**config.mk**
```make
export PLATFORM = sky130hd
export DESIGN_NAME = vehicle_kinematic_step
export DESIGN_NICKNAME = d
export VERILOG_FILES = /design/src/vks_pkg.sv /design/src/vks_cordic.sv /design/src/vks_div.sv /design/src/vks_dp.sv /design/src/vks_ctrl.sv /design/src/vehicle_kinematic_step.sv
export SDC_FILE = /design/constraint.sdc
export NUM_CORES = 2
export LEC_CHECK = 0
export BUFFER_PORTS_ARGS = -buffer_cell sky130_fd_sc_hd__clkbuf_2
export CORE_MARGIN = 2
export CORE_UTILIZATION = 55
export CTS_CLUSTER_DIAMETER = 50
export DETAILED_ROUTE_END_ITERATION = 7
export PLACE_DENSITY = 0.71
export SETUP_SLACK_MARGIN = 0.05
export SLEW_MARGIN = 20
export SYNTH_ARGS = -nofsm -noshare
export SYNTH_HDL_FRONTEND = slang
export SYNTH_SLANG_ARGS = --single-unit
```
**constraint.sdc**
```tcl
create_clock -name clock -period 18.4 [get_ports clock]
set_input_delay 3.68 -clock clock [delete_from_list [all_inputs] [get_ports clock]]
set_output_delay 3.68 -clock clock [all_outputs]
set_load 0.02 [all_outputs]
```
**src/vks_pkg.sv**
```systemverilog
// ----------------------------------------------------------------------------
// vks_pkg
// Shared types, widths and constants for the kinematic step estimator.
// ----------------------------------------------------------------------------
package vks_pkg;

   // fixed point and field widths
   localparam int FRAC_BITS        = 16;
   localparam int POS_BITS         = 32;
   localparam int CORDIC_STEPS_DEF = 16;
   localparam int ATAN_ENTRIES     = 24;
   localparam int ATAN_IDX_BITS    = 5;
   localparam int THR_W            = 18;
   localparam int STEER_W          = 19;
   localparam int DT_IN_W          = 20;
   localparam int DT_W             = 13;
   localparam int WB_W             = 20;
   localparam int LIM_W            = 21;
   localparam int GAIN_W           = 18;
   localparam int HEAD_W           = 19;
   localparam int SPEED_W          = 21;
   localparam int CSR_ADDR_W       = 3;
   localparam int CSR_DATA_W       = 21;
   localparam int MUL_W            = 28;
   localparam int PROD_W           = 2 * MUL_W;
   localparam int RND_W            = PROD_W - FRAC_BITS;
   localparam int ANG_W            = 22;
   localparam int TRIG_W           = FRAC_BITS + 2;
   localparam int CZ_W             = 36;
   localparam int CXY_W            = 34;
   localparam int NUM_W            = 40;
   localparam int DEN_W            = 22;
   localparam int QUO_W            = FRAC_BITS + 2;

   // scalar constants in Q(FRAC_BITS)
   localparam int ONE         = 1 << FRAC_BITS;
   localparam int DT_MIN      = (ONE + 500) / 1000;
   localparam int DT_MAX      = (ONE + 5) / 10;
   localparam int STEER_MIN   = (ONE + 50) / 100;
   localparam int SPEED_MIN   = (ONE + 5) / 10;
   localparam int YAW_MAX     = 2 * ONE;
   localparam int START_SPEED = ONE / 2;

   // angle constants, Q30
   localparam longint PI30_L   = 64'sd3373259426;
   localparam longint PI_Q_L   = (PI30_L + (64'sd1 <<< (29 - FRAC_BITS))) >>> (30 - FRAC_BITS);
   localparam int     ANG_SHIFT = 30 - FRAC_BITS;
   localparam logic signed [CZ_W-1:0] PI30      = 36'sd3373259426;
   localparam logic signed [CZ_W-1:0] HALF_PI30 = 36'sd1686629713;
   localparam logic signed [CZ_W-1:0] TWO_PI30  = 36'sd6746518852;
   localparam logic signed [CXY_W-1:0] GAIN30   = 34'sd652032874;

   // configuration register indexes
   typedef enum logic [CSR_ADDR_W-1:0] {
      CSR_WHEEL_BASE   = 3'd0,
      CSR_ACCEL_LIMIT  = 3'd1,
      CSR_DECEL_LIMIT  = 3'd2,
      CSR_ROLLING_DRAG = 3'd3,
      CSR_AIR_DRAG     = 3'd4,
      CSR_SPEED_LIMIT  = 3'd5,
      CSR_STEER_GAIN   = 3'd6
   } csr_idx_type;

   // datapath operations, one per controller step
   typedef enum logic [4:0] {
      OP_NONE, OP_LOAD, OP_INIT, OP_MSQ, OP_MDRAG, OP_MTHR, OP_ACC, OP_MDV,
      OP_V, OP_MDIST, OP_DIST, OP_MX, OP_X, OP_Y, OP_MANG, OP_CANG,
      OP_MDEN, OP_MNUM, OP_DIVGO, OP_MDH, OP_H, OP_OUT
   } dp_op_type;

   // controller states
   typedef enum logic [4:0] {
      S_IDLE, S_START, S_DRAG, S_THR, S_ACC, S_MDV, S_V, S_MDIST, S_CW1,
      S_MX, S_X, S_Y, S_MANG, S_CANG, S_CW2, S_MDEN, S_MNUM, S_DIVGO,
      S_DW, S_MDH, S_H, S_OUT
   } ctrl_state_type;

   // cordic unit phases
   typedef enum logic [1:0] {
      CP_IDLE, CP_REDUCE, CP_ROTATE
   } cordic_phase_type;

   typedef struct packed {
      dp_op_type op;
   } dp_cmd_type;

   typedef struct packed {
      logic started;
      logic turn;
      logic cordic_done;
      logic div_done;
   } dp_status_type;

   // arctangent of 2^-i, Q30
   function automatic logic [31:0] atan_q30(input logic [ATAN_IDX_BITS-1:0] idx);
      logic [31:0] val;
      unique case (idx)
         5'd0:    val = 32'd843314857;
         5'd1:    val = 32'd497837829;
         5'd2:    val = 32'd263043837;
         5'd3:    val = 32'd133525159;
         5'd4:    val = 32'd67021687;
         5'd5:    val = 32'd33543516;
         5'd6:    val = 32'd16775851;
         5'd7:    val = 32'd8388437;
         5'd8:    val = 32'd4194283;
         5'd9:    val = 32'd2097149;
         5'd10:   val = 32'd1048576;
         5'd11:   val = 32'd524288;
         5'd12:   val = 32'd262144;
         5'd13:   val = 32'd131072;
         5'd14:   val = 32'd65536;
         5'd15:   val = 32'd32768;
         5'd16:   val = 32'd16384;
         5'd17:   val = 32'd8192;
         5'd18:   val = 32'd4096;
         5'd19:   val = 32'd2048;
         5'd20:   val = 32'd1024;
         5'd21:   val = 32'd512;
         5'd22:   val = 32'd256;
         5'd23:   val = 32'd128;
         default: val = 32'd0;
      endcase
      return val;
   endfunction

endpackage

```
**src/vks_cordic.sv**
```systemverilog
// ----------------------------------------------------------------------------
// vks_cordic
// Iterative rotation-mode cordic: sine and cosine of a Q16 angle.
// ----------------------------------------------------------------------------
module vks_cordic
   import vks_pkg::*;
#(
   parameter int CORDIC_STEPS = CORDIC_STEPS_DEF
) (
   input  logic                     clock,
   input  logic                     reset,
   input  logic                     start,
   input  logic signed [ANG_W-1:0]  ang,
   output logic                     done,
   output logic signed [TRIG_W-1:0] sin_q,
   output logic signed [TRIG_W-1:0] cos_q
);

   cordic_phase_type phase_ff, phase_in;
   logic [CZ_W-1:0]           zmag_ff, zmag_in;
   logic                      zneg_ff, zneg_in;
   logic signed [CZ_W-1:0]    z_ff, z_in;
   logic signed [CXY_W-1:0]   x_ff, x_in, y_ff, y_in;
   logic                      flip_ff, flip_in;
   logic [ATAN_IDX_BITS-1:0]  idx_ff, idx_in;
   logic                      done_ff, done_in;
   logic [ANG_W-1:0]          ang_mag;
   logic signed [CZ_W-1:0]    zs, zw, at;
   logic signed [CXY_W-1:0]   xs, ys, xf, yf, xr, yr;
   logic                      red_more, last_step;

   assign ang_mag   = ang[ANG_W-1] ? ANG_W'(-ang) : ANG_W'(ang);
   assign red_more  = (zmag_ff >= $unsigned(TWO_PI30));
   assign last_step = (idx_ff == ATAN_IDX_BITS'(CORDIC_STEPS - 1));

   // next phase
   always_comb begin
      phase_in = phase_ff;
      if (start) begin
         phase_in = CP_REDUCE;
      end else begin
         unique case (phase_ff)
            CP_IDLE:   phase_in = CP_IDLE;
            CP_REDUCE: phase_in = red_more ? CP_REDUCE : CP_ROTATE;
            CP_ROTATE: phase_in = last_step ? CP_IDLE : CP_ROTATE;
            default:   phase_in = CP_IDLE;
         endcase
      end
   end

   // angle reduction to +-pi/2 and the rotation steps
   always_comb begin
      zmag_in = zmag_ff;
      zneg_in = zneg_ff;
      z_in    = z_ff;
      x_in    = x_ff;
      y_in    = y_ff;
      flip_in = flip_ff;
      idx_in  = idx_ff;
      done_in = done_ff;
      zs      = zneg_ff ? -$signed(zmag_ff) : $signed(zmag_ff);
      zw      = zs;
      xs      = x_ff >>> idx_ff;
      ys      = y_ff >>> idx_ff;
      at      = $signed(CZ_W'(atan_q30(idx_ff)));
      if (zs > PI30) begin
         zw = zs - TWO_PI30;
      end else if (zs < -PI30) begin
         zw = zs + TWO_PI30;
      end
      if (start) begin
         zmag_in = CZ_W'(ang_mag) << ANG_SHIFT;
         zneg_in = ang[ANG_W-1];
         done_in = 1'b0;
      end else begin
         unique case (phase_ff)
            CP_IDLE: begin
            end
            CP_REDUCE: begin
               if (red_more) begin
                  zmag_in = zmag_ff - $unsigned(TWO_PI30);
               end else begin
                  x_in    = GAIN30;
                  y_in    = '0;
                  idx_in  = '0;
                  flip_in = 1'b0;
                  z_in    = zw;
                  if (zw > HALF_PI30) begin
                     z_in    = zw - PI30;
                     flip_in = 1'b1;
                  end else if (zw < -HALF_PI30) begin
                     z_in    = zw + PI30;
                     flip_in = 1'b1;
                  end
               end
            end
            CP_ROTATE: begin
               if (z_ff >= 0) begin
                  x_in = x_ff - ys;
                  y_in = y_ff + xs;
                  z_in = z_ff - at;
               end else begin
                  x_in = x_ff + ys;
                  y_in = y_ff - xs;
                  z_in = z_ff + at;
               end
               idx_in  = idx_ff + 1'b1;
               done_in = last_step;
            end
            default: begin
            end
         endcase
      end
   end

   always_ff @(posedge clock) begin
      if (reset) begin
         phase_ff <= CP_IDLE;
         done_ff  <= 1'b0;
      end else begin
         phase_ff <= phase_in;
         done_ff  <= done_in;
      end
      zmag_ff <= zmag_in;
      zneg_ff <= zneg_in;
      z_ff    <= z_in;
      x_ff    <= x_in;
      y_ff    <= y_in;
      flip_ff <= flip_in;
      idx_ff  <= idx_in;
   end

   // undo the half-turn fold and round Q30 to Q16
   assign xf    = flip_ff ? -x_ff : x_ff;
   assign yf    = flip_ff ? -y_ff : y_ff;
   assign xr    = xf + CXY_W'(1 << (ANG_SHIFT - 1));
   assign yr    = yf + CXY_W'(1 << (ANG_SHIFT - 1));
   assign cos_q = $signed(xr[ANG_SHIFT +: TRIG_W]);
   assign sin_q = $signed(yr[ANG_SHIFT +: TRIG_W]);
   assign done  = done_ff;

endmodule

```
**src/vks_div.sv**
```systemverilog
// ----------------------------------------------------------------------------
// vks_div
// Restoring divider for the yaw rate, truncating and clamped to +-2 rad/s.
// ----------------------------------------------------------------------------
module vks_div
   import vks_pkg::*;
(
   input  logic                     clock,
   input  logic                     reset,
   input  logic                     start,
   input  logic signed [NUM_W-1:0]  num,
   input  logic signed [DEN_W-1:0]  den,
   output logic                     done,
   output logic signed [HEAD_W-1:0] rate
);

   localparam int CNT_W = $clog2(QUO_W);

   logic [NUM_W-1:0] rem_ff, rem_in, ds_ff, ds_in;
   logic [QUO_W-1:0] q_ff, q_in, q_clamp;
   logic [CNT_W-1:0] cnt_ff, cnt_in;
   logic             busy_ff, busy_in, done_ff, done_in, neg_ff, neg_in;
   logic [NUM_W-1:0] nmag, dmag;
   logic             ge, ovf;

   assign nmag = num[NUM_W-1] ? NUM_W'(-num) : NUM_W'(num);
   assign dmag = den[DEN_W-1] ? NUM_W'(DEN_W'(-den)) : NUM_W'(DEN_W'(den));
   assign ovf  = (nmag >= (dmag << QUO_W));
   assign ge   = (rem_ff >= ds_ff);

   // start sets up or short-cuts, then one quotient bit per cycle
   always_comb begin
      rem_in  = rem_ff;
      ds_in   = ds_ff;
      q_in    = q_ff;
      cnt_in  = cnt_ff;
      busy_in = busy_ff;
      done_in = done_ff;
      neg_in  = neg_ff;
      if (start) begin
         neg_in = num[NUM_W-1] ^ den[DEN_W-1];
         rem_in = nmag;
         ds_in  = dmag << (QUO_W - 1);
         cnt_in = CNT_W'(QUO_W - 1);
         q_in   = '0;
         if (nmag == '0) begin
            busy_in = 1'b0;
            done_in = 1'b1;
         end else if (ovf) begin
            q_in    = QUO_W'(YAW_MAX);
            busy_in = 1'b0;
            done_in = 1'b1;
         end else begin
            busy_in = 1'b1;
            done_in = 1'b0;
         end
      end else if (busy_ff) begin
         rem_in = ge ? rem_ff - ds_ff : rem_ff;
         q_in   = {q_ff[QUO_W-2:0], ge};
         ds_in  = ds_ff >> 1;
         cnt_in = cnt_ff - 1'b1;
         if (cnt_ff == '0) begin
            busy_in = 1'b0;
            done_in = 1'b1;
         end
      end
   end

   always_ff @(posedge clock) begin
      if (reset) begin
         busy_ff <= 1'b0;
         done_ff <= 1'b0;
      end else begin
         busy_ff <= busy_in;
         done_ff <= done_in;
      end
      rem_ff <= rem_in;
      ds_ff  <= ds_in;
      q_ff   <= q_in;
      cnt_ff <= cnt_in;
      neg_ff <= neg_in;
   end

   // clamp and sign
   assign q_clamp = (q_ff > QUO_W'(YAW_MAX)) ? QUO_W'(YAW_MAX) : q_ff;
   assign rate    = neg_ff ? -$signed({1'b0, q_clamp}) : $signed({1'b0, q_clamp});
   assign done    = done_ff;

endmodule

```
**src/vks_dp.sv**
```systemverilog
// ----------------------------------------------------------------------------
// vks_dp
// Datapath: configuration, estimate state, shared multiplier, cordic, divider.
// ----------------------------------------------------------------------------
module vks_dp
   import vks_pkg::*;
#(
   parameter int CORDIC_STEPS = CORDIC_STEPS_DEF
) (
   input  logic                        clock,
   input  logic                        reset,
   input  logic                        csr_we,
   input  logic [CSR_ADDR_W-1:0]       csr_addr,
   input  logic [CSR_DATA_W-1:0]       csr_wdata,
   input  logic signed [THR_W-1:0]     throttle,
   input  logic signed [STEER_W-1:0]   steer_angle,
   input  logic [DT_IN_W-1:0]          elapsed_time,
   input  dp_cmd_type                  cmd,
   output dp_status_type               status,
   output logic signed [POS_BITS-1:0]  pos_x,
   output logic signed [POS_BITS-1:0]  pos_y,
   output logic signed [HEAD_W-1:0]    heading,
   output logic [SPEED_W-1:0]          speed,
   output logic                        first_tick
);

   localparam logic signed [POS_BITS:0] POS_HI = (POS_BITS+1)'((64'sd1 <<< (POS_BITS-1)) - 1);
   localparam logic signed [POS_BITS:0] POS_LO = -POS_HI - 1;
   localparam logic signed [HEAD_W:0]   PI_Q   = (HEAD_W+1)'(PI_Q_L);

   // configuration registers
   logic [WB_W-1:0]   wheel_base_ff;
   logic [LIM_W-1:0]  accel_limit_ff, decel_limit_ff, rolling_drag_ff;
   logic [LIM_W-1:0]  air_drag_ff, speed_limit_ff;
   logic [GAIN_W-1:0] steer_gain_ff;

   // item and estimate registers
   logic signed [THR_W-1:0]    thr_ff;
   logic signed [STEER_W-1:0]  steer_ff;
   logic [DT_W-1:0]            dt_ff, dt_in;
   logic signed [POS_BITS-1:0] est_x_ff, est_y_ff, pos_in;
   logic signed [HEAD_W-1:0]   est_h_ff, h_in;
   logic [SPEED_W-1:0]         est_v_ff, v_in;
   logic                       started_ff;
   logic                       tick_first_ff;
   logic signed [PROD_W-1:0]   raw_ff, rsum;
   logic signed [33:0]         drag_ff;
   logic signed [LIM_W+1:0]    acc_ff, acc_in;
   logic signed [DT_IN_W-1:0]  dist_ff;
   logic signed [DEN_W-1:0]    den_ff;

   // result registers
   logic signed [POS_BITS-1:0] out_x_ff, out_y_ff;
   logic signed [HEAD_W-1:0]   out_h_ff;
   logic [SPEED_W-1:0]         out_v_ff;
   logic                       out_first_ff;

   logic signed [MUL_W-1:0]    mul_a, mul_b;
   logic                       mul_en;
   logic signed [RND_W-1:0]    rnd;
   logic signed [LIM_W+20:0]   acc_raw;
   logic signed [LIM_W+2:0]    v_sum;
   logic signed [POS_BITS:0]   pos_sum;
   logic signed [HEAD_W:0]     h_sum;
   logic signed [ANG_W-1:0]    cordic_ang;
   logic signed [TRIG_W-1:0]   sin_q, cos_q;
   logic signed [HEAD_W-1:0]   rate;
   logic                       cordic_done, div_done, cordic_start, div_start;

   // rounded product of the last multiplication
   assign rsum = raw_ff + PROD_W'(1 << (FRAC_BITS - 1));
   assign rnd  = $signed(rsum[PROD_W-1:FRAC_BITS]);

   // operand selection for the shared multiplier
   always_comb begin
      mul_a  = '0;
      mul_b  = '0;
      mul_en = 1'b1;
      unique case (cmd.op)
         OP_MSQ: begin
            mul_a = $signed(MUL_W'(est_v_ff));
            mul_b = $signed(MUL_W'(est_v_ff));
         end
         OP_MDRAG: begin
            mul_a = $signed(MUL_W'(air_drag_ff));
            mul_b = MUL_W'(rnd);
         end
         OP_MTHR: begin
            mul_a = MUL_W'(thr_ff);
            mul_b = $signed(MUL_W'(accel_limit_ff));
         end
         OP_MDV: begin
            mul_a = MUL_W'(acc_ff);
            mul_b = $signed(MUL_W'(dt_ff));
         end
         OP_MDIST: begin
            mul_a = $signed(MUL_W'(est_v_ff));
            mul_b = $signed(MUL_W'(dt_ff));
         end
         OP_MX: begin
            mul_a = MUL_W'(dist_ff);
            mul_b = MUL_W'(cos_q);
         end
         OP_X: begin
            mul_a = MUL_W'(dist_ff);
            mul_b = MUL_W'(sin_q);
         end
         OP_MANG: begin
            mul_a = MUL_W'(steer_ff);
            mul_b = $signed(MUL_W'(steer_gain_ff));
         end
         OP_MDEN: begin
            mul_a = MUL_W'(cos_q);
            mul_b = $signed(MUL_W'(wheel_base_ff));
         end
         OP_MNUM: begin
            mul_a = $signed(MUL_W'(est_v_ff));
            mul_b = MUL_W'(sin_q);
         end
         OP_MDH: begin
            mul_a = MUL_W'(rate);
            mul_b = $signed(MUL_W'(dt_ff));
         end
         default: mul_en = 1'b0;
      endcase
   end

   // time step clamp
   always_comb begin
      if (elapsed_time < DT_IN_W'(DT_MIN)) begin
         dt_in = DT_W'(DT_MIN);
      end else if (elapsed_time > DT_IN_W'(DT_MAX)) begin
         dt_in = DT_W'(DT_MAX);
      end else begin
         dt_in = DT_W'(elapsed_time);
      end
   end

   // acceleration: throttle term minus drags, clamped to the limits
   always_comb begin
      acc_raw = (LIM_W+21)'(rnd) - $signed((LIM_W+21)'(rolling_drag_ff))
                - (LIM_W+21)'(drag_ff);
      if (acc_raw > 0) begin
         acc_in = (acc_raw > $signed((LIM_W+21)'(accel_limit_ff)))
                  ? $signed((LIM_W+2)'(accel_limit_ff)) : (LIM_W+2)'(acc_raw);
      end else if (acc_raw < -$signed((LIM_W+21)'(decel_limit_ff))) begin
         acc_in = -$signed((LIM_W+2)'(decel_limit_ff));
      end else begin
         acc_in = (LIM_W+2)'(acc_raw);
      end
   end

   // speed integration, clamped to 0..speed_limit
   always_comb begin
      v_sum = $signed((LIM_W+3)'(est_v_ff)) + (LIM_W+3)'(rnd);
      if (v_sum < 0) begin
         v_in = '0;
      end else if (v_sum > $signed((LIM_W+3)'(speed_limit_ff))) begin
         v_in = speed_limit_ff;
      end else begin
         v_in = SPEED_W'(v_sum);
      end
   end

   // saturating position step, x on OP_X and y on OP_Y
   always_comb begin
      pos_sum = (cmd.op == OP_X) ? (POS_BITS+1)'(est_x_ff) : (POS_BITS+1)'(est_y_ff);
      pos_sum = pos_sum + (POS_BITS+1)'(rnd);
      if (pos_sum > POS_HI) begin
         pos_in = POS_BITS'(POS_HI);
      end else if (pos_sum < POS_LO) begin
         pos_in = POS_BITS'(POS_LO);
      end else begin
         pos_in = POS_BITS'(pos_sum);
      end
   end

   // heading integration with wrap to +-pi
   always_comb begin
      h_sum = (HEAD_W+1)'(est_h_ff) + (HEAD_W+1)'(rnd);
      if (h_sum > PI_Q) begin
         h_sum = h_sum - (PI_Q <<< 1);
      end
      if (h_sum < -PI_Q) begin
         h_sum = h_sum + (PI_Q <<< 1);
      end
      h_in = HEAD_W'(h_sum);
   end

   assign cordic_start = (cmd.op == OP_V) || (cmd.op == OP_CANG);
   assign cordic_ang   = (cmd.op == OP_V) ? ANG_W'(est_h_ff) : ANG_W'(rnd);
   assign div_start    = (cmd.op == OP_DIVGO);

   vks_cordic #(
      .CORDIC_STEPS (CORDIC_STEPS)
   ) u_cordic (
      .clock (clock),
      .reset (reset),
      .start (cordic_start),
      .ang   (cordic_ang),
      .done  (cordic_done),
      .sin_q (sin_q),
      .cos_q (cos_q)
   );

   vks_div u_div (
      .clock (clock),
      .reset (reset),
      .start (div_start),
      .num   (NUM_W'(raw_ff)),
      .den   (den_ff),
      .done  (div_done),
      .rate  (rate)
   );

   // configuration writes
   always_ff @(posedge clock) begin
      if (reset) begin
         wheel_base_ff   <= WB_W'(9830);
         accel_limit_ff  <= LIM_W'(196608);
         decel_limit_ff  <= LIM_W'(262144);
         rolling_drag_ff <= LIM_W'(6554);
         air_drag_ff     <= LIM_W'(3277);
         speed_limit_ff  <= LIM_W'(131072);
         steer_gain_ff   <= GAIN_W'(52429);
      end else if (csr_we) begin
         unique case (csr_addr)
            CSR_WHEEL_BASE:   wheel_base_ff   <= WB_W'(csr_wdata);
            CSR_ACCEL_LIMIT:  accel_limit_ff  <= csr_wdata;
            CSR_DECEL_LIMIT:  decel_limit_ff  <= csr_wdata;
            CSR_ROLLING_DRAG: rolling_drag_ff <= csr_wdata;
            CSR_AIR_DRAG:     air_drag_ff     <= csr_wdata;
            CSR_SPEED_LIMIT:  speed_limit_ff  <= csr_wdata;
            CSR_STEER_GAIN:   steer_gain_ff   <= GAIN_W'(csr_wdata);
            default: begin
            end
         endcase
      end
   end

   // estimate state
   always_ff @(posedge clock) begin
      if (reset) begin
         started_ff <= 1'b0;
         est_x_ff   <= '0;
         est_y_ff   <= '0;
         est_h_ff   <= '0;
         est_v_ff   <= '0;
      end else begin
         unique case (cmd.op)
            OP_INIT: begin
               started_ff <= 1'b1;
               est_x_ff   <= '0;
               est_y_ff   <= '0;
               est_h_ff   <= '0;
               est_v_ff   <= SPEED_W'(START_SPEED);
            end
            OP_V:    est_v_ff <= v_in;
            OP_X:    est_x_ff <= pos_in;
            OP_Y:    est_y_ff <= pos_in;
            OP_H:    est_h_ff <= h_in;
            default: begin
            end
         endcase
      end
   end

   // working registers and results
   always_ff @(posedge clock) begin
      if (mul_en) begin
         raw_ff <= mul_a * mul_b;
      end
      unique case (cmd.op)
         OP_LOAD: begin
            thr_ff        <= throttle;
            steer_ff      <= steer_angle;
            dt_ff         <= dt_in;
            tick_first_ff <= 1'b0;
         end
         OP_MTHR: drag_ff <= 34'(rnd);
         OP_ACC:  acc_ff  <= acc_in;
         OP_DIST: dist_ff <= DT_IN_W'(rnd);
         OP_MNUM: den_ff  <= DEN_W'(rnd);
         OP_OUT: begin
            out_x_ff     <= est_x_ff;
            out_y_ff     <= est_y_ff;
            out_h_ff     <= est_h_ff;
            out_v_ff     <= est_v_ff;
            out_first_ff <= tick_first_ff;
         end
         OP_INIT: tick_first_ff <= 1'b1;
         default: begin
         end
      endcase
   end

   // status back to the controller
   assign status.started     = started_ff;
   assign status.turn        = ((steer_ff > STEER_W'(STEER_MIN)) ||
                                (steer_ff < -STEER_W'(STEER_MIN))) &&
                               (est_v_ff > SPEED_W'(SPEED_MIN));
   assign status.cordic_done = cordic_done;
   assign status.div_done    = div_done;

   assign pos_x      = out_x_ff;
   assign pos_y      = out_y_ff;
   assign heading    = out_h_ff;
   assign speed      = out_v_ff;
   assign first_tick = out_first_ff;

endmodule

```
**src/vks_ctrl.sv**
```systemverilog
// ----------------------------------------------------------------------------
// vks_ctrl
// Sequencer for one tick: orders the datapath steps and owns the handshakes.
// ----------------------------------------------------------------------------
module vks_ctrl
   import vks_pkg::*;
(
   input  logic          clock,
   input  logic          reset,
   input  logic          req_tvalid,
   output logic          req_tready,
   output logic          rsp_tvalid,
   input  logic          rsp_tready,
   input  dp_status_type status,
   output dp_cmd_type    cmd
);

   ctrl_state_type state_ff, state_in;
   logic           rsp_tvalid_ff, rsp_tvalid_in;
   logic           out_free, accept;

   assign out_free = !rsp_tvalid_ff || rsp_tready;
   assign accept   = req_tvalid && (state_ff == S_IDLE);

   // next state
   always_comb begin
      state_in = state_ff;
      unique case (state_ff)
         S_IDLE:  if (accept) state_in = S_START;
         S_START: state_in = status.started ? S_DRAG : S_OUT;
         S_DRAG:  state_in = S_THR;
         S_THR:   state_in = S_ACC;
         S_ACC:   state_in = S_MDV;
         S_MDV:   state_in = S_V;
         S_V:     state_in = S_MDIST;
         S_MDIST: state_in = S_CW1;
         S_CW1:   if (status.cordic_done) state_in = S_MX;
         S_MX:    state_in = S_X;
         S_X:     state_in = S_Y;
         S_Y:     state_in = status.turn ? S_MANG : S_OUT;
         S_MANG:  state_in = S_CANG;
         S_CANG:  state_in = S_CW2;
         S_CW2:   if (status.cordic_done) state_in = S_MDEN;
         S_MDEN:  state_in = S_MNUM;
         S_MNUM:  state_in = S_DIVGO;
         S_DIVGO: state_in = S_DW;
         S_DW:    if (status.div_done) state_in = S_MDH;
         S_MDH:   state_in = S_H;
         S_H:     state_in = S_OUT;
         S_OUT:   if (out_free) state_in = S_IDLE;
         default: state_in = S_IDLE;
      endcase
   end

   // datapath command per state
   always_comb begin
      cmd.op = OP_NONE;
      unique case (state_ff)
         S_IDLE:  cmd.op = accept ? OP_LOAD : OP_NONE;
         S_START: cmd.op = status.started ? OP_MSQ : OP_INIT;
         S_DRAG:  cmd.op = OP_MDRAG;
         S_THR:   cmd.op = OP_MTHR;
         S_ACC:   cmd.op = OP_ACC;
         S_MDV:   cmd.op = OP_MDV;
         S_V:     cmd.op = OP_V;
         S_MDIST: cmd.op = OP_MDIST;
         S_CW1:   cmd.op = OP_DIST;
         S_MX:    cmd.op = OP_MX;
         S_X:     cmd.op = OP_X;
         S_Y:     cmd.op = OP_Y;
         S_MANG:  cmd.op = OP_MANG;
         S_CANG:  cmd.op = OP_CANG;
         S_CW2:   cmd.op = OP_NONE;
         S_MDEN:  cmd.op = OP_MDEN;
         S_MNUM:  cmd.op = OP_MNUM;
         S_DIVGO: cmd.op = OP_DIVGO;
         S_DW:    cmd.op = OP_NONE;
         S_MDH:   cmd.op = OP_MDH;
         S_H:     cmd.op = OP_H;
         S_OUT:   cmd.op = out_free ? OP_OUT : OP_NONE;
         default: cmd.op = OP_NONE;
      endcase
   end

   // result valid: set when the result register loads, cleared when taken
   always_comb begin
      rsp_tvalid_in = rsp_tvalid_ff && !rsp_tready;
      if (state_ff == S_OUT && out_free) begin
         rsp_tvalid_in = 1'b1;
      end
   end

   always_ff @(posedge clock) begin
      if (reset) begin
         state_ff      <= S_IDLE;
         rsp_tvalid_ff <= 1'b0;
      end else begin
         state_ff      <= state_in;
         rsp_tvalid_ff <= rsp_tvalid_in;
      end
   end

   assign req_tready = (state_ff == S_IDLE);
   assign rsp_tvalid = rsp_tvalid_ff;

   // checks
   a_busy_after_accept: assert property (@(posedge clock) disable iff (reset)
      req_tvalid && req_tready |=> !req_tready)
      else $error("input taken twice for one tick");

   a_cordic_ready_x: assert property (@(posedge clock) disable iff (reset)
      state_ff == S_MX |-> status.cordic_done)
      else $error("position step before heading cordic finished");

   a_cordic_ready_den: assert property (@(posedge clock) disable iff (reset)
      state_ff == S_MDEN |-> status.cordic_done)
      else $error("yaw denominator before steering cordic finished");

   a_div_ready: assert property (@(posedge clock) disable iff (reset)
      state_ff == S_MDH |-> status.div_done)
      else $error("heading step before yaw divide finished");

   a_out_free: assert property (@(posedge clock) disable iff (reset)
      cmd.op == OP_OUT |-> (!rsp_tvalid_ff || rsp_tready))
      else $error("result register overwritten while pending");

endmodule

```
**src/vehicle_kinematic_step.sv**
```systemverilog
// ----------------------------------------------------------------------------
// vehicle_kinematic_step
// Kinematic bicycle model state estimator, one pose update per tick.
// ----------------------------------------------------------------------------
// Usage:
//   req_* carries one tick (throttle, steering angle, elapsed time). The
//   block takes a tick only when idle; req_tready is low while it works.
//   rsp_* returns one transaction per tick: position, heading, speed in
//   tdata, first_tick in tuser.
//   Path per tick: the first tick after reset only initializes the state;
//   a later tick runs the heading cordic, and with a turn also the
//   steering cordic and the yaw divide. A large steering angle adds
//   reduction steps to the steering cordic; a zero numerator or an
//   oversized quotient cuts the divide short. One tick is in flight at
//   a time and the block returns to idle between ticks, so a new tick
//   is taken only after the last one is through.
//   Reset (synchronous) restores the register defaults and clears the
//   estimate; the next tick only initializes the state.
//   A stalled receiver holds the result in the output register; the next
//   tick is still accepted and completes up to its result, then waits.
//   csr_* writes a register at each clock with csr_we high; write only
//   while no tick is in flight.
// ----------------------------------------------------------------------------
module vehicle_kinematic_step
   import vks_pkg::*;
#(
   parameter int CORDIC_STEPS = CORDIC_STEPS_DEF
) (
   input  logic                  clock,
   input  logic                  reset,
   input  logic                  req_tvalid,
   output logic                  req_tready,
   input  logic [63:0]           req_tdata,   // throttle, steer_angle, elapsed_time
   output logic                  rsp_tvalid,
   input  logic                  rsp_tready,
   output logic [103:0]          rsp_tdata,   // pos_x, pos_y, heading, speed
   output logic [0:0]            rsp_tuser,   // first_tick
   input  logic                  csr_we,
   input  logic [CSR_ADDR_W-1:0] csr_addr,
   input  logic [CSR_DATA_W-1:0] csr_wdata
);

   dp_cmd_type                 cmd;
   dp_status_type              status;
   logic signed [POS_BITS-1:0] pos_x, pos_y;
   logic signed [HEAD_W-1:0]   heading;
   logic [SPEED_W-1:0]         speed;
   logic                       first_tick;

   vks_ctrl u_ctrl (
      .clock      (clock),
      .reset      (reset),
      .req_tvalid (req_tvalid),
      .req_tready (req_tready),
      .rsp_tvalid (rsp_tvalid),
      .rsp_tready (rsp_tready),
      .status     (status),
      .cmd        (cmd)
   );

   vks_dp #(
      .CORDIC_STEPS (CORDIC_STEPS)
   ) u_dp (
      .clock        (clock),
      .reset        (reset),
      .csr_we       (csr_we),
      .csr_addr     (csr_addr),
      .csr_wdata    (csr_wdata),
      .throttle     ($signed(req_tdata[17:0])),
      .steer_angle  ($signed(req_tdata[36:18])),
      .elapsed_time (req_tdata[56:37]),
      .cmd          (cmd),
      .status       (status),
      .pos_x        (pos_x),
      .pos_y        (pos_y),
      .heading      (heading),
      .speed        (speed),
      .first_tick   (first_tick)
   );

   // result packing, first field lowest
   assign rsp_tdata = {speed, heading, pos_y, pos_x};
   assign rsp_tuser = first_tick;

endmodule

```
Word level (Yosys, flattened, before mapping). Memory sizes are Yosys's and may differ from the RTL's. A register that Yosys moved wholly into a read port is not among the register bits. Index checks and enable logic that the tools add are counted.

Memories: 1. ROM bits: 960. Input port bits: 93. Word-level logic and storage cells: 297. Output and inout port bits: 107. Register bits: 821.

Reductions and logical operators: 45. Bitwise operators: 3. Multiply operators: 1. $lt $le $gt $ge: 23. Mux-type cells: 84. $add $sub $neg: 33. Eq/ne operators: 57. Shift operators: 2.

Memory list: (no name shown) (words 32, width 30, rd ports 1, clocked after memory_dff 1, write ports 0, line vks_pkg.sv:97) `unique case (idx)`.

Operators by type and width (number): $pmux W28 S8 (2); $mux W36 (10); $mux W40 (6); $mux W34 (4); $pmux W34 S2 (2); $mux W32 (4); $pmux W32 S2 (2); $pmux W5 S22 (1); $pmux W5 S20 (1); $mux W23 (4); $mux W18 (5); $eq A5 B4 Y1 const B (17); $ge A40 B40 Y1 (2); $pmux W36 S2 (1); $sub A36 B33 Y36 const B (2); $add A34 B34 Y34 (2); $sshr A34 B5 Y34 (2); $sub A34 B34 Y34 (2); $add A32 B15 Y32 const B (2); $neg A32 Y32 (2); $eq A5 B5 Y1 const B (12); $add A56 B17 Y56 const B (1); $mul A28 B28 Y56 (1); $mux W5 (10); 80 further kinds (151).

Longest topological paths before layout.
Word-level depth: 11. Depth in mapped cells: 49. Mapped depth without buffers: 47.

Cells and area by module. A second synthesis with hierarchy kept.

Cell total of the unflattened synthesis: 10637. Area, all modules: 92543.8 µm².

Modules (own cells, without submodules): vks_dp (instances 1, area each 56919.6 µm², seq. area each 14303.7 µm², cells an instance 6103); vks_cordic (instances 1, area each 25116.6 µm², seq. area each 4894.7 µm², cells an instance 3240); vks_div (instances 1, area each 9903.2 µm², seq. area each 2942.8 µm², cells an instance 1205); vks_ctrl (instances 1, area each 604.3 µm², seq. area each 120.1 µm², cells an instance 89).

Worst setup path before layout. No wires, ideal clock.

Path kind: input port to flip-flop. Start: in rsp_tready. End: reg u_dp.out_first_ff (netlist: u_dp.first_tick), enable pin. Path slack: 3.948 ns. Setup time: 0.826 ns. Data required time: 17.574 ns. Data arrival time: 13.625 ns. Path buffers: 0. Cell stages on the path: 2. Cells stage by stage: nor2b_1 > nor4_1.

Longest elaborated chain between the ends: 4.

Ends and longest elaborated chain: from (decl) (line vehicle_kinematic_step.sv:35) `input logic rsp_tready,`; $logic_or A1 B1 Y1 (line vks_ctrl.sv:22) `assign out_free = !rsp_tvalid_ff || rsp_tready;`; $mux W5 (line vks_ctrl.sv:80) `S_OUT: cmd.op = out_free ? OP_OUT : OP_NONE;`; $pmux W5 S20 (line vks_ctrl.sv:58) `unique case (state_ff)`; $eq A5 B5 Y1 (line vks_dp.sv:273) `unique case (cmd.op)`; to (signal assigned) (line vks_dp.sv:289) `out_first_ff <= tick_first_ff;`; to (decl) (line vks_dp.sv:56) `logic out_first_ff;`.

No other way between the ends. A chain may end at the register's enable or synchronous reset.

Worst setup path in the final report.
Start: reg u_dp.u_cordic.x_ff[1]. End: reg u_dp.raw_ff[55], data pin.

Longest elaborated chain between the ends: 5.

Ends and longest elaborated chain: from (decl) (line vks_cordic.sv:23) `logic signed [CXY_W-1:0] x_ff, x_in, y_ff, y_in;`; from (signal assigned) (line vks_cordic.sv:127) `x_ff <= x_in;`; $neg A32 Y32 (line vks_cordic.sv:134) `assign xf = flip_ff ? -x_ff : x_ff;`; $mux W32 * (line vks_cordic.sv:134); $add A32 B15 Y32 * (line vks_cordic.sv:136) `assign xr = xf + CXY_W'(1 << (ANG_SHIFT - 1));`; $pmux W28 S8 (line vks_dp.sv:79) `unique case (cmd.op)`; $mul A28 B28 Y56 * (line vks_dp.sv:271) `raw_ff <= mul_a * mul_b;`; to (signal assigned) (line vks_dp.sv:271); to (decl) (line vks_dp.sv:46) `logic signed [PROD_W-1:0] raw_ff, rsum;`.

Every way passes the cells marked *; elsewhere a longest branch is shown, timed or not.

==> summary.md <==
| Metric | Value |
|---|---|
| Outcome | `finished with violations` |
| Failing checks | `design-rule violations` |
| Clock sink count | `849` |
| Initial DRC Count | `8,236` |
| Layout Cells excl Fill | `12,500` |
| Commonest cells after routing, fill and taps aside | `nand2_1, inv_1, nor2_1` |
| Global Route Usage Sum | `34.5%` |
| Die area | `0.166 sq mm` |
| Pwr dens | `142 mW/mm^2` |
| CTS HTree Levels | `3` |
| DRT Pass-1 Iters | `8` |
| Num CTS Buffers | `111` |
| Mapped Area | `0.0894 sq mm` |
| DRT antenna net count | `0` |
| Multi-input logic area | `0.0614 sq mm` |
| WP data required | `18.93 ns` |
| DIE HEIGHT | `407 um` |
| Vias in the first global route | `75,200` |
| Final setup fails | `0` |
| Leakage | `41.8 nW` |
| Setup Buffers After CTS | `0` |
| Worst vdd ir | `0.131 mV` |
| Final worst-path cycle share | `80.3%` |
| Slew headroom | `23.9%` |
| Fmax | `67.7 MHz` |
| Crit path max fanout | `22` |
| CP Capture Type | `flop` |
| Fillcell total | `13,800` |
| CORE AREA | `0.161 sq mm` |
| Least-Margin Pin Slew | `1.13 ns` |
| Min-Delay Endpoint | `u_dp.first_tick` |
| Met1 Track Usage GR | `45.2%` |
| Commonest non-fill, non-tap cell in the layout | `nand2_1` |
| Area grow syn2layout | `7.99%` |
| Dpl hpwl | `220,000 um` |
| Syn_nets | `11,700` |
| Hold buffer count at CTS | `0` |
| Syn_area_per_cell | `8.72 sq um` |
| Clk root buf | `clkbuf_16` |
| Routability cong. | `1.01` |
| Gr busiest metal | `met2` |
| Ys async rst share | `0%` |
| Via count | `77,500` |
| DRC viols | `1` |
| Register area | `0.0223 sq mm` |
| Clk slew on worst S/H paths | `0.06 ns` |
| Routed length per placed instance | `23.0 um` |
| I/O pins | `200` |
| M3 GR Usage | `7.63%` |
| Sequential element share of the synthesized area | `24.9%` |
| First-pass GRT wire length | `440,000 um` |
| Ys flop type | `edfxtp_1` |
| Hold Vio Cnt, Final | `0` |
| Synth cell types | `116` |
| # rows | `147` |
| Port bufs | `192` |
| Worst reg2reg startpoint | `u_dp.u_cordic.x_ff[1]` |
| R2r setup slk | `3.63 ns` |
| CP Launch Type | `flop` |
| # nets final | `11,700` |
| Layout cell share with drive strength beyond 1 | `7.87%` |
| Vias per cell | `6.20` |
| Grt met2 use | `53.3%` |
| Clock Path Buffers | `3` |
| Placed cell count | `12,300` |
| Initial core utilization | `55.5%` |
| Max-slew violations | `0` |
| Min-Delay Startpoint | `u_dp.tick_first_ff` |
| Crit path top cell by count | `fa_1` |
| Yosys warns | `0` |
| Hold slack final | `0.444 ns` |
| Remaining Overflow, GRT | `0` |
| Min-delay worst type | `flop to flop` |
| Seq cells post-synth | `849` |
| Total negative setup slack | `0 ns` |
| Largest net degree at the start of global routing | `97` |
| Post-synth EDFFs | `526` |
| CTS resizes | `0` |
| Fin crit period | `14.77 ns` |
| CP peak stage delay | `1.21 ns` |
| WHS Path Cells | `0` |
| Worst skew pair latency | `0.79 ns` |
| WP data arrival | `15.30 ns` |
| Initial antenna violation count | `9` |
| RSZ-0062 raised after global routing | `false` |
| Routed WL | `288,000 um` |
| Worst Skew | `0.0488 ns` |
| Reg2reg end | `u_dp.raw_ff[55]` |
| Crit-path slowest cell | `fa_1` |
| DIE WIDTH | `407 um` |
| Max Cap Viol | `0` |
| Synthesized instance count | `10,200` |
| R2R depth | `42` |
| CTS tree | `built` |
| Crit Path Category | `flop to flop` |
logic make-up (layout without fill, tap and decap cells):
kind of cell | Yosys count | in the layout | share of synthesized area [%]
compound gates | 2074 | 2074 | 15.2
xor+xnor | 709 | 709 | 7.01
buf+inv | 1578 | 1665 | 6.72
other cells | 0 | 6 | 0
mux | 209 | 209 | 3.25
fa+ha+maj | 1338 | 1338 | 25.0
simple gates | 3488 | 3488 | 17.9
flops | 849 | 849 | 24.9
routing by layer:
layer | wire length (um) | vias to the layer above
met1 | 113000 | 37900
met4 | 18100 | 4
li1 | - | 35100
met3 | 29000 | 767
met5 | 26 | -
met2 | 127000 | 3663
synth_stat cells, types with 114 or more instances:
cell      instances  area, sq um
mux2i_1         119         1190
dfxtp_1         323         6470
nand3_1         204         1020
edfxtp_1        526        15800
a21oi_1         541         2710
xnor2_1         422         3700
nor3_1          176          881
fa_1            743        14900
nand2b_1        146          913
clkbuf_1        387         1450
xor2_1          280         2450
o21ai_0         491         2460
ha_1            593         7420
inv_1          1094         4110
a21o_1          114          856
nand2_1        1287         4830
nor2_1         1003         3760
critical path: cells and delay by family, from the launching register on:
family,cells,cell delay (ns)
simple gates,10,3.19
flops,1,0.48
mux,1,0.33
buf+inv,6,1.51
xor+xnor,3,0.92
fa+ha+maj,9,5.13
compound gates,13,2.94
metrics by stage:
step                cell area, sq um  utilization (%)  setup slack [ns]  power, W
CTS                            96400             59.9              3.69    0.0136
detailed placement             92700             57.6              3.71    0.0113
floorplan                      89400                -              3.95   0.00872
global route                   96500             59.9              2.72    0.0146
global placement               92700             57.6              3.80    0.0111
finish                         96500             60.0              3.63    0.0137
area by class of cell:
| cell class | count | area share (%) |
|---|---|---|
| sequential | 849 | 23.1 |
| clock inverter | 63 | 0.718 |
| timing repair buffer | 350 | 2.23 |
| clock buffer | 149 | 3.20 |
| antenna | 6 | 0.0156 |
| tap | 2160 | 2.80 |
| multi-input combinational | 7818 | 63.7 |
| inverter | 1103 | 4.29 |
power by group:
part | switching, W | total [W] | internal [W]
registers | 0.000332 | 0.00281 | 0.00248
clock network | 0.000943 | 0.00222 | 0.00127
logic | 0.00560 | 0.00869 | 0.00309
total | 0.00688 | 0.0137 | 0.00684
state kept, by name, summed over array words and instances, names as in the netlist, 22 cells and up:
name / cells
u_dp.est_y_ff: 32
u_dp.u_cordic.at: 30
u_dp.pos_y: 32
u_dp.est_x_ff: 32
u_dp.acc_ff: 23
u_dp.drag_ff: 34
u_dp.raw_ff: 56
u_dp.u_div.rem_ff: 40
u_dp.u_cordic.z_ff: 36
u_dp.den_ff: 22
u_dp.u_div.ds_ff: 40
u_dp.u_cordic.x_ff: 34
u_dp.u_cordic.zmag_ff: 34
u_dp.pos_x: 32
u_dp.u_cordic.y_ff: 34
worst max path at each step:
stage | startpoint | to | slack [ns] | cells after the start
3_3_place_gp | u_dp.u_cordic.x_ff[1] | u_dp.raw_ff[55] | 3.80 | 42
4_1_cts | u_dp.u_cordic.x_ff[1] | u_dp.raw_ff[55] | 3.69 | 42
5_1_grt | u_dp.u_cordic.x_ff[1] | u_dp.raw_ff[55] | 2.72 | 42
6_report | u_dp.u_cordic.x_ff[1] | u_dp.raw_ff[55] | 3.63 | 42
2_1_floorplan | rsp_tready | u_dp.first_tick | 3.95 | 2
3_5_place_dp | u_dp.u_cordic.x_ff[1] | u_dp.raw_ff[55] | 3.71 | 42
Note: power is estimated with default switching activity, not from simulation.
